## src/rtl/core/sfc_pkg.sv

```systemverilog
// Shared types, command/status structs and constants for the SFLOAT16 converter.
// Used by sfc_ctrl, sfc_dp and sfloat16_double_converter_core; no dependencies.
`default_nettype none
package sfc_pkg;

  // SFLOAT mantissa codes
  localparam logic [11:0] MANT_POS_INF = 12'h7FE;
  localparam logic [11:0] MANT_NAN     = 12'h7FF;
  localparam logic [11:0] MANT_NEG_INF = 12'h802;

  // binary64 patterns
  localparam logic [63:0] BITS_POS_INF = 64'h7FF0000000000000;
  localparam logic [63:0] BITS_NEG_INF = 64'hFFF0000000000000;
  localparam logic [63:0] BITS_QNAN    = 64'h7FF8000000000000;
  localparam logic [63:0] BITS_2046    = 64'h409FF80000000000;
  localparam logic [63:0] BITS_TENTH   = 64'h3FB999999999999A;
  localparam logic [63:0] BITS_TEN     = 64'h4024000000000000;

  // multiplier A operand sources
  localparam logic [1:0] SRC_D    = 2'd0;
  localparam logic [1:0] SRC_2046 = 2'd1;
  localparam logic [1:0] SRC_INT  = 2'd2;

  // multiplier B operand selects
  localparam logic [1:0] B_TENTH = 2'd0;
  localparam logic [1:0] B_TEN   = 2'd1;
  localparam logic [1:0] B_TABLE = 2'd2;

  // controller -> datapath commands
  typedef struct packed {
    logic       load;
    logic       unpk;
    logic [1:0] a_src;
    logic [1:0] b_sel;
    logic       norm;
    logic       pp0;
    logic       pp1;
    logic       rnd;
    logic       dest_lo;
    logic       e_inc;
    logic       e_dec;
    logic       out_load;
  } sfc_cmd_t;

  // datapath -> controller status
  typedef struct packed {
    logic is_dec;
    logic enc_special;
    logic dec_direct;
    logic a_norm;
    logic ge_hi;
    logic lt_lo;
  } sfc_stat_t;

  // 10^(idx-8) as binary64
  function automatic logic [63:0] pow10_bits(input logic [3:0] idx);
    logic [63:0] r;
    unique case (idx)
      4'd0:  r = 64'h3E45798EE2308C3A;
      4'd1:  r = 64'h3E7AD7F29ABCAF48;
      4'd2:  r = 64'h3EB0C6F7A0B5ED8D;
      4'd3:  r = 64'h3EE4F8B588E368F1;
      4'd4:  r = 64'h3F1A36E2EB1C432D;
      4'd5:  r = 64'h3F50624DD2F1A9FC;
      4'd6:  r = 64'h3F847AE147AE147B;
      4'd7:  r = 64'h3FB999999999999A;
      4'd8:  r = 64'h3FF0000000000000;
      4'd9:  r = 64'h4024000000000000;
      4'd10: r = 64'h4059000000000000;
      4'd11: r = 64'h408F400000000000;
      4'd12: r = 64'h40C3880000000000;
      4'd13: r = 64'h40F86A0000000000;
      4'd14: r = 64'h412E848000000000;
      default: r = 64'h416312D000000000;
    endcase
    return r;
  endfunction

endpackage
`default_nettype wire

```

## src/rtl/core/sfc_ctrl.sv

```systemverilog
// Sequencing state machine for the SFLOAT16 converter.
// Depends on sfc_pkg; drives sfc_dp through sfc_cmd_t.
`default_nettype none
module sfc_ctrl
  import sfc_pkg::*;
(
  input  wire logic      clk,
  input  wire logic      rst,
  input  wire logic      in_valid,
  output logic           in_stall,
  output logic           out_valid,
  input  wire logic      out_stall,
  input  wire sfc_stat_t stat,
  output sfc_cmd_t       cmd
);

  localparam logic [3:0] S_IDLE = 4'd0;
  localparam logic [3:0] S_DISP = 4'd1;
  localparam logic [3:0] S_UNPK = 4'd2;
  localparam logic [3:0] S_NORM = 4'd3;
  localparam logic [3:0] S_PP0  = 4'd4;
  localparam logic [3:0] S_PP1  = 4'd5;
  localparam logic [3:0] S_RND  = 4'd6;
  localparam logic [3:0] S_CHK  = 4'd7;
  localparam logic [3:0] S_FIN  = 4'd8;

  localparam logic [1:0] PH_LO   = 2'd0;
  localparam logic [1:0] PH_DOWN = 2'd1;
  localparam logic [1:0] PH_UP   = 2'd2;
  localparam logic [1:0] PH_DEC  = 2'd3;

  logic [3:0] state, state_next;
  logic [1:0] phase, phase_next;

  assign in_stall = (state != S_IDLE);

  // next state and commands
  always_comb begin
    state_next = state;
    phase_next = phase;
    cmd        = '0;
    unique case (state)
      S_IDLE: begin
        if (in_valid) begin
          cmd.load   = 1'b1;
          state_next = S_DISP;
        end
      end
      S_DISP: begin
        if (stat.is_dec) begin
          if (stat.dec_direct) begin
            state_next = S_FIN;
          end else begin
            phase_next = PH_DEC;
            state_next = S_UNPK;
          end
        end else if (stat.enc_special) begin
          state_next = S_FIN;
        end else begin
          phase_next = PH_LO;
          state_next = S_UNPK;
        end
      end
      S_UNPK: begin
        cmd.unpk = 1'b1;
        unique case (phase)
          PH_LO:   begin cmd.a_src = SRC_2046; cmd.b_sel = B_TENTH; end
          PH_DOWN: begin cmd.a_src = SRC_D;    cmd.b_sel = B_TENTH; end
          PH_UP:   begin cmd.a_src = SRC_D;    cmd.b_sel = B_TEN;   end
          default: begin cmd.a_src = SRC_INT;  cmd.b_sel = B_TABLE; end
        endcase
        state_next = S_NORM;
      end
      S_NORM: begin
        if (stat.a_norm) begin
          state_next = S_PP0;
        end else begin
          cmd.norm = 1'b1;
        end
      end
      S_PP0: begin
        cmd.pp0    = 1'b1;
        state_next = S_PP1;
      end
      S_PP1: begin
        cmd.pp1    = 1'b1;
        state_next = S_RND;
      end
      S_RND: begin
        cmd.rnd     = 1'b1;
        cmd.dest_lo = (phase == PH_LO);
        cmd.e_inc   = (phase == PH_DOWN);
        cmd.e_dec   = (phase == PH_UP);
        state_next  = (phase == PH_DEC) ? S_FIN : S_CHK;
      end
      S_CHK: begin
        // scale down first, then up; once scaling up, never back down
        if (stat.ge_hi && (phase != PH_UP)) begin
          phase_next = PH_DOWN;
          state_next = S_UNPK;
        end else if (stat.lt_lo) begin
          phase_next = PH_UP;
          state_next = S_UNPK;
        end else begin
          state_next = S_FIN;
        end
      end
      S_FIN: begin
        if (!out_valid || !out_stall) begin
          cmd.out_load = 1'b1;
          state_next   = S_IDLE;
        end
      end
      default: state_next = S_IDLE;
    endcase
  end

  always_ff @(posedge clk) begin
    if (rst) begin
      state     <= S_IDLE;
      phase     <= PH_LO;
      out_valid <= 1'b0;
    end else begin
      state <= state_next;
      phase <= phase_next;
      if (cmd.out_load) begin
        out_valid <= 1'b1;
      end else if (!out_stall) begin
        out_valid <= 1'b0;
      end
    end
  end

endmodule
`default_nettype wire

```

## config.mk

```make
export PLATFORM = sky130hd
export DESIGN_NAME = sfc_ctrl
export DESIGN_NICKNAME = d
export VERILOG_FILES = /design/src/rtl/core/sfc_pkg.sv /design/src/rtl/core/sfc_ctrl.sv
export SDC_FILE = /design/constraint.sdc
export NUM_CORES = 1
export LEC_CHECK = 0
export ABC_AREA = 1
export BUFFER_PORTS_ARGS = -buffer_cell sky130_fd_sc_hd__buf_2
export CAP_MARGIN = 30
export CORE_AREA = 3 3 40 42
export DETAILED_ROUTE_END_ITERATION = 10
export DIE_AREA = 0 0 43 45
export GPL_TIMING_DRIVEN = 0
export HOLD_SLACK_MARGIN = 0.02
export PLACE_DENSITY = 0.73
export REMOVE_ABC_BUFFERS = 1
export SLEW_MARGIN = 20
export SYNTH_ARGS = -nofsm -noshare
export SYNTH_HDL_FRONTEND = slang
export SYNTH_SLANG_ARGS = --single-unit
```

## constraint.sdc

```tcl
create_clock -name clk -period 1.3 [get_ports clk]
set_clock_uncertainty 0.1 [all_clocks]
set_input_delay 0.195 -clock clk [delete_from_list [all_inputs] [get_ports clk]]
set_output_delay 0.195 -clock clk [all_outputs]
set_load 0.01 [all_outputs]
```

==> results of run 1 <==
## metal layers
| metal | vias up | track usage (%) | wire length [microns] |
|---|---|---|---|
| met3 | 6 | 1.59 | 98 |
| met5 | - | 0 | 0 |
| met1 | 356 | 20.9 | 781 |
| met4 | 0 | 9.04 | 42 |
| li1 | 399 | - | - |
| met2 | 25 | 33.5 | 1160 |
## cells by family after synthesis
group | count (synthesis)
flops | 7
buf+inv | 22
compound gates | 8
simple gates | 67
## what timing repair did
item / in CTS / in global routing
pin swaps: 11 / 16
setup endpoints to repair: 19 / 21
gates resized for setup: 34 / 33
buffers inserted: 7 / 8
## synthesized netlist by cell type, drive strengths merged
cell type	n	share of area, %
buf	1	1.3
nand2	34	24
nand4	2	2.2
nor2	20	15
inv	21	14
dfxtp	7	25
nand3	7	7.2
nor3	3	2.7
o21ai	4	3.6
a21oi	4	3.6
nand3b	1	1.3
## metrics by stage
stage / setup TNS (ns) / cells / utilization [%] / hold slack [ns] / instance area (sq um)
after floorplan: -0.0428 / 103 / - / 0.164 / 552
after global placement: -0.698 / 143 / 54.1 / 0.330 / 696
after detailed placement: -0.954 / 143 / 54.1 / 0.335 / 696
after CTS: -1.79 / 154 / 67.6 / 0.0582 / 868
after global routing: -3.70 / 161 / 80.6 / 0.0643 / 1040
final: -2.64 / 161 / 80.6 / 0.0579 / 1040
## sequential cells by signal, indices dropped and copies added (netlist names)
name and flops:
out_valid 1, phase 2, state 4
## worst max-delay path: stages, from the launching register on
cell	delay, ns
dfxtp_4	0.40
inv_4	0.05
nor2_4	0.16
nand2_4	0.09
nor3_2	0.12
buf_2	0.15
## cells in the final DEF (no fill, tap or decap), types with 3 or more instances in the layout
cell type / n
clkbuf_4: 3
dfxtp_4: 5
nand2_4: 4
nand3_2: 4
nand2_2: 9
nor2_4: 6
buf_4: 9
inv_1: 15
nor3_2: 3
buf_6: 8
buf_2: 22
nand2_1: 21
inv_4: 3
nor2_1: 11
nor2_2: 3
inv_2: 3
## final cells by class
cell class                 instances  share of cell area, %
inverter                          21                   8.33
tap                               15                   1.81
multi-input combinational         75                   46.0
clock buffer                       4                   2.54
sequential                         7                   15.5
timing repair buffer              39                   25.8
## power breakdown
| part | internal, uW | switching [uW] | total, uW | leakage, uW |
|---|---|---|---|---|
| Combinational | 170 | 224 | 395 | 0.000539 |
| Clock | 117 | 82.2 | 199 | 0.0000150 |
| Sequential | 240 | 50.6 | 291 | 0.0000611 |
## how the worst max path moves through the flow
stage / from / end / slack [ns] / cells past startpoint
floorplan: state[3] / cmd[11] / -0.02 / 3
global placement: state[3] / cmd[10] / -0.12 / 4
detailed placement: state[3] / cmd[11] / -0.13 / 4
CTS: state[1] / cmd[10] / -0.18 / 5
global route: state[1] / cmd[10] / -0.28 / 5
finish: state[1] / cmd[10] / -0.21 / 5
==> results.cfg, run 1 <==
[yosys]
ys_seq_elements = 7
synthAdderAreaFrac_pct = 0
synth_cell_types = 16
synth_top_family_by_area = simple AND/OR/NAND/NOR gates
yosysSeqAreaShare_pct = 25.1
synthXorXnorAreaFrac_pct = 0
ys_warn_count = 0
netlist_area_sq_um = 559
synth-simple-area-share_pct = 52.3
postSynthCellCount = 104
synth-compound-area-share_pct = 7.16
synth.area.mux_share_pct = 0
syn_area_per_cell_sq_um = 5.38

[power]
power_density_nw_per_um2 = 854
total_leakage_power_uw = 0.000615
ir_worst_vdd_v = 0.000765
power.total_uw = 885

[drt]
wl_microns = 2080
routedWlPerCell_microns = 12.9
drc = 0
dr.pass1.iters = 4
ant_nets = 0
viasPerCell = 4.88
vias = 786
drt-initial-drc-count = 14

[placed_design]
place.gp.congestion = 0.811
dp_hpwl_microns = 1190
numPortBuffers = 25
place_ws_ns = -0.133

[floorplanning]
std_cell_rows = 13
die_area_sq_um = 1940
initial_utilization_pct = 43.5
die_w_microns = 43
die_y_microns = 45
boundaryPins = 26
core-area_sq_um = 1280

[worst_hold_path]
holdPathStages = 2
hp-start = rst
worstHoldEndpoint = state[0]
min_path_type = input port to flip-flop

[timing]
finalSetupViolations = 21
slew_viol_final = 0
fmax_ghz = 0.661
fin_crit_ns = 1.51
setup_slack_ns = -0.212
slew_headroom_pct = 82.6
rsz0062_at_grt = true
finalCritPeriodShare_pct = 116
finalHoldViolations = 0
worst_pin_slew_ns = 0.260

[finish]
ff_latch_area_sq_um = 160
multi_input_area_sq_um = 477
syn_to_final_growth_pct = 85.2
fillers = 82
final_nets = 157
diodes = 0
drive_gt1_share_pct = 59.6

[job]
maxCapViolations = 0

[global_routing]
grt_pass1_vias = 692
grtUsageTotal_pct = 18.1
antenna_found_initial = 0
grt_start_max_net_pins = 8
grt_pass1_wl_microns = 2700
grt_overflow_total = 0

[clock_tree]
cts_made_buffers = 3
clock-sinks = 7
htree_num_levels = 1
path_clk_slew_ns = 0.05
clk_latency_ns = 0.25
postCtsHoldBufs = 0
cts_tree = yes
root_buffer = clkbuf_4
cts_buffer_depth = 2

[setup_path]
crit_arrival_ns = 1.22
critical_path_class = flip-flop to output pin
worst_r2r_path_depth = 7
r2r-start = state[1]
crit_fanout = 5
start_kind = flip-flop
r2r_slack_ns = -0.07
r2r_end = state[2]
endpoint_kind = output pin
crit_required_ns = 1.00

[outcome]
status = finished with violations
violations = negative setup slack
Power figures use the tool's default switching activity.
==> run 2, diff against run 1 <==
ABC_AREA = default   (was 1)
CAP_MARGIN = 20   (was 30)
PLACE_DENSITY = 0.72   (was 0.73)
REMOVE_ABC_BUFFERS = default   (was 1)
==> run 2 against run 1 <==
Compared with the run above:
- the run still ends with negative setup slack left
- count of clock-buffer cells in the layout unchanged
- worst setup slack got worse by 0.19 ns
- area after synthesis decreased by 1.6%
- non-clock buffer count increased by 12
- synthesized cell count decreased by 24%
- fmax decreased by 11%
- worst hold slack improved by 0.045 ns
- critical endpoint unchanged
- highest routed layer unchanged
==> results.cfg, run 2 <==
[outcome]
status = finished with violations
violations = negative setup slack

[power]
switching_share_pct = 33.5
sequentialPowerShare_pct = 32.0
switchingPower_uw = 256
pwr-share-clk_pct = 27.4
ir_worst_vdd_v = 0.000558
power_density_nw_per_um2 = 701
p_int_uw = 508
p_comb_share_pct = 40.6
total_leakage_power_uw = 0.000508

[placed_design]
dp_hpwl_microns = 1190
numPortBuffers = 25
place.gp.congestion = 0.810
placedCellCount = 119

[timing]
setup_slack_ns = -0.407
finalCritPeriodShare_pct = 131
finalSetupViolations = 21
worst_pin_slew_ns = 0.399
whs_ns = 0.102
slew_headroom_pct = 72.6
tns_ns = -5.44
fmax_ghz = 0.586
rsz0062_at_grt = true
slew_viol_final = 0
finalHoldViolations = 0
fin_crit_ns = 1.71

[finish]
reg.largest.list = state x4, phase x2, out_valid x1
diodes = 0
instances_no_fill = 142
drive_gt1_share_pct = 65.4
final_nets = 138
top_register = state
syn_to_final_growth_pct = 98.0
final_common_cell = buf_6
fillers = 76
layout_common_cells = 21 x buf_6, 18 x buf_2, 12 x buf_4, 7 x a21oi_1, 5 x nor2_1
largest_reg_flops = 4

[setup_path]
crit_arrival_ns = 1.41
r2r_slack_ns = -0.30
crit_path_end = cmd[10]
crit_fanout = 3
path_cells = buf_6 > nor2b_4 > nand2_2 > buf_4 > nor3_4 > buf_6
path_buf_inv = 3
worst_r2r_path_depth = 7
critPathSlowestCell = dfxtp_2
endpoint_kind = output pin
r2r_end = state[3]
crit_required_ns = 1.00
crit_path_start = state[1]
start_kind = flip-flop
crit_top_cell = buf_6
cp.depth = 6
cp_slowest_stage_delay_ns = 0.35
critical_path_class = flip-flop to output pin
path_delay_family = simple AND/OR/NAND/NOR gates
r2r-start = state[1]

[yosys]
ys.flop_type = dfxtp_1
synth_fp_nets = 89
netlist_area_sq_um = 551
synth_cell_types = 28
synth_enable_flop_cells = 0
synth_most_common_cell = a21oi_1
synthXorXnorAreaFrac_pct = 0
synth-simple-area-share_pct = 38.2
synthAdderAreaFrac_pct = 0
synth.area.mux_share_pct = 3.64
synth-compound-area-share_pct = 21.1
ys_warn_count = 0
postSynthCellCount = 79
synthTopCellsByCount = 8 x a21oi_1, 7 x dfxtp_1, 7 x nand2_1, 7 x nor2_1
synth_top_area_share_pct = 25.5
ys_seq_elements = 7
yosysSeqAreaShare_pct = 25.5
synth_top_family_by_area = simple AND/OR/NAND/NOR gates
yosys.area.top_type = dfxtp_1
syn_area_per_cell_sq_um = 6.97
async_reset_ff_share_pct = 0
synthTopCellsByArea = dfxtp_1 25%, a21oi_1 7.3%, nand2_1 4.8%, nor2_1 4.8%, nand2b_1 4.5%

[drt]
drc = 0
drt-initial-drc-count = 12
viasPerCell = 5.75
ant_nets = 0
wl_microns = 2470
routedWlPerCell_microns = 17.4
vias = 817
dr.pass1.iters = 4

[clock_tree]
path_clk_slew_ns = 0.06
postCtsHoldBufs = 0
root_buffer = clkbuf_4
htree_num_levels = 1
cts_buffer_depth = 2
cts_tree = yes
clk_latency_ns = 0.26
clock-sinks = 7
cts_made_buffers = 3

[job]
maxCapViolations = 0

[floorplanning]
initial_utilization_pct = 42.8
die_area_sq_um = 1940
die_y_microns = 45
boundaryPins = 26
die_w_microns = 43
std_cell_rows = 13
core-area_sq_um = 1280

[global_routing]
grt_pass1_vias = 792
grt_pass1_wl_microns = 3220
grtUsageTotal_pct = 22.3
grt_overflow_total = 0
antenna_found_initial = 0
grt_start_max_net_pins = 11

[worst_hold_path]
min_path_type = input port to flip-flop
## run 2: cell count changes after synthesis, sizes merged, moves of 3 or more
cell and change:
nand2 -27, inv -16, buf +5, nor2 -13, a21oi +5, and3 +3
nand2b +4, a31oi +3, nand3 -4
## run 2: power by group through the flow
stage	Sequential (uW)	Clock, uW	Combinational, uW
floorplan	237	0	116
global placement	237	0	170
detailed placement	238	0	172
CTS	240	199	254
global route	245	224	327
finish	244	210	310
## run 2: cells by family after synthesis
logic type / after synthesis
compound gates: 19
buf+inv: 12
flops: 7
mux: 2
simple gates: 39
## run 2: through the flow
step           worst slack, ns  utilization [%]  power, uW  area (sq um)
6_report                -0.407             84.8        764          1090
2_1_floorplan          -0.0272                -        353           589
3_5_place_dp            -0.153             57.1        410           733
4_1_cts                 -0.332             76.8        693           987
5_1_grt                 -0.438             84.8        796          1090
3_3_place_gp            -0.134             57.1        407           733
## run 2: final cells by class
cell class | count | area (sq um) | area share (%)
clock buffers | 4 | 26.3 | 2.41
well taps | 15 | 18.8 | 1.72
repair buffers | 46 | 367 | 33.6
inverters | 5 | 21.3 | 1.95
plain buffers | 5 | 50.0 | 4.59
flip-flops and latches | 7 | 149 | 13.7
multi-input cells | 60 | 458 | 42.0
## run 2: worst min path at each step
stage / startpoint / to / slack (ns) / depth (start not counted)
global route: rst / state[1] / 0.11 / 2
floorplan: rst / state[1] / 0.15 / 1
global placement: rst / state[1] / 0.36 / 2
CTS: rst / state[1] / 0.1 / 2
finish: rst / state[1] / 0.10 / 2
detailed placement: rst / state[1] / 0.35 / 2
## run 2: layer usage
| layer | part of all wire (%) | wire, microns | track usage [%] |
|---|---|---|---|
| met3 | 5.1 | 126 | 6.37 |
| met4 | 3.8 | 94 | 14.5 |
| met2 | 53 | 1300 | 39.8 |
| met1 | 38 | 946 | 22.9 |
| met5 | 0 | 0 | 0 |
## run 2: timing repair
item / CTS / global route
setup buffers: 17 / 7
setup endpoints to repair: 20 / 21
pin swaps: 11 / 10
gates resized for setup: 27 / 21
==> run 3, diff against run 2 <==
CELL_PAD_IN_SITES_DETAIL_PLACEMENT = 1   (was default)
CELL_PAD_IN_SITES_GLOBAL_PLACEMENT = 1   (was default)
CORE_AREA = default   (was 3 3 40 42)
CORE_ASPECT_RATIO = 1.2   (was default)
CORE_MARGIN = 3   (was default)
CORE_UTILIZATION = 29   (was default)
DIE_AREA = default   (was 0 0 43 45)
PLACE_DENSITY = default   (was 0.72)
PLACE_DENSITY_LB_ADDON = 0.1   (was default)
==> run 3 against run 2 <==
Compared with the run above:
- the flow still finishes with violations (negative setup slack)
- core utilization down 21 points
- non-clock buffer count is the same
- critical path depth did not move
- worst setup slack worse by 0.0016 ns
- register-to-register slack better by 0.02 ns
- final cell count increased by 2.1%
- critical path type unchanged
- highest routed layer unchanged
==> results.cfg, run 3 (same netlist as run 2, synthesis figures left out) <==
[global_routing]
grt_overflow_total = 0
grt_pass1_wl_microns = 3910
grt_pass1_vias = 843
grt_start_max_net_pins = 11
antenna_found_initial = 0
grtUsageTotal_pct = 22.7

[clock_tree]
clock-sinks = 7
postCtsHoldBufs = 0
path_clk_slew_ns = 0.05
cts_buffer_depth = 2
clk_latency_ns = 0.25
cts_tree = yes
cts_made_buffers = 3
root_buffer = clkbuf_4
htree_num_levels = 1

[finish]
layout_common_cells = 21 x buf_2, 19 x buf_6, 11 x buf_4, 5 x a21oi_1
final_common_cell = buf_2
multi_input_area_sq_um = 473
largest_reg_flops = 4
utilization_pct = 64.1
drive_gt1_share_pct = 67.7
ff_latch_area_sq_um = 146
syn_to_final_growth_pct = 98.2
stdcell_area_sq_um = 1090
top_register = state
final_nets = 138
fillers = 207
diodes = 0
reg.largest.list = state x4, phase x2, out_valid x1

[timing]
fmax_ghz = 0.585
slew_viol_final = 0
worst_pin_slew_ns = 0.347
fin_crit_ns = 1.71
rsz0062_at_grt = true
finalHoldViolations = 0
slew_headroom_pct = 76.8
tns_ns = -5.80
whs_ns = 0.121
finalCritPeriodShare_pct = 131
finalSetupViolations = 22
setup_slack_ns = -0.408

[setup_path]
cp_slowest_stage_delay_ns = 0.30
path_buf_inv = 3
crit_path_start = state[3]
path_cells = buf_6 > and2b_1 > nand2_1 > inv_2 > and3_4 > buf_2
start_kind = flip-flop
endpoint_kind = output pin
critPathSlowestCell = dfxtp_1
path_delay_family = simple AND/OR/NAND/NOR gates
crit_required_ns = 1.00
r2r-start = state[1]
crit_fanout = 6
crit_arrival_ns = 1.41
critical_path_class = flip-flop to output pin

[worst_hold_path]
min_path_type = input port to flip-flop
hp-start = rst

[drt]
wl_microns = 2710
drt-initial-drc-count = 11
routedWlPerCell_microns = 18.7
dr.pass1.iters = 3
vias = 799
viasPerCell = 5.51
ant_nets = 0
drc = 0

[job]
maxCapViolations = 0

[floorplanning]
core-area_sq_um = 1700
initial_utilization_pct = 32.4
die_area_sq_um = 2460
die_w_microns = 45.8
std_cell_rows = 16
die_y_microns = 53.7
boundaryPins = 26

[placed_design]
dp_hpwl_microns = 1400
numPortBuffers = 25
place.gp.congestion = 0.739
place_ws_ns = -0.188
place_area_sq_um = 737

[power]
total_leakage_power_uw = 0.000508
p_comb_share_pct = 41.6
ir_worst_vdd_v = 0.000845
p_int_uw = 502
sequentialPowerShare_pct = 32.5
switching_share_pct = 32.8
pwr-share-clk_pct = 25.9
power_density_nw_per_um2 = 685
switchingPower_uw = 245

[outcome]
status = finished with violations
violations = negative setup slack
run 3: changes by cell type in the layout (fill, tap and decap cells not counted), moves of 2 or more:
| cell | delta |
|---|---|
| buf_2 | +3 |
| dfxtp_1 | +2 |
| a21oi_1 | -2 |
| buf_6 | -2 |
| dfxtp_2 | -2 |
| a21oi_2 | +2 |
| nor2_1 | -2 |
run 3: through the flow:
| stage | std cells | total power [uW] |
|---|---|---|
| 6_report | 145 | 748 |
| 5_1_grt | 145 | 804 |
| 4_1_cts | 142 | 683 |
| 3_5_place_dp | 122 | 415 |
| 3_3_place_gp | 122 | 410 |
| 2_1_floorplan | 79 | 353 |
run 3: worst paths after layout:
kind                                   to  slack [ns]  cells after the start
worst min-delay path             state[1]        0.12                      2
worst min register to register  out_valid        0.46                      2
worst max-delay path               cmd[2]       -0.41                      6
worst max register to register   state[3]       -0.28                      7
run 3: layout make-up:
type	instances	share of cell area [%]
multi-input cells	60	43.3
repair buffers	45	31.2
flip-flops and latches	7	13.4
plain buffers	6	5.62
clock buffers	4	2.41
well taps	18	2.06
inverters	5	1.95
run 3: per-layer routing:
metal	up-vias	track usage (%)	routed length [microns]
li1	372	-	-
met1	384	22.1	1100
met2	33	42.1	1390
met3	10	6.69	135
met4	0	11.8	84
met5	-	0	0
run 3: power groups by stage:
stage / clock network (uW) / logic, uW / registers [uW]
final: 194 / 311 / 243
after global placement: 0 / 173 / 238
after global routing: 229 / 332 / 243
after CTS: 206 / 237 / 240
after detailed placement: 0 / 176 / 238
after floorplan: 0 / 116 / 237
run 3: timing repair:
item                                    in CTS  in global routing
pin swaps                                   12                  7
endpoints found under the setup margin      20                 22
buffers inserted                            20                  7
resized for setup                           26                 25
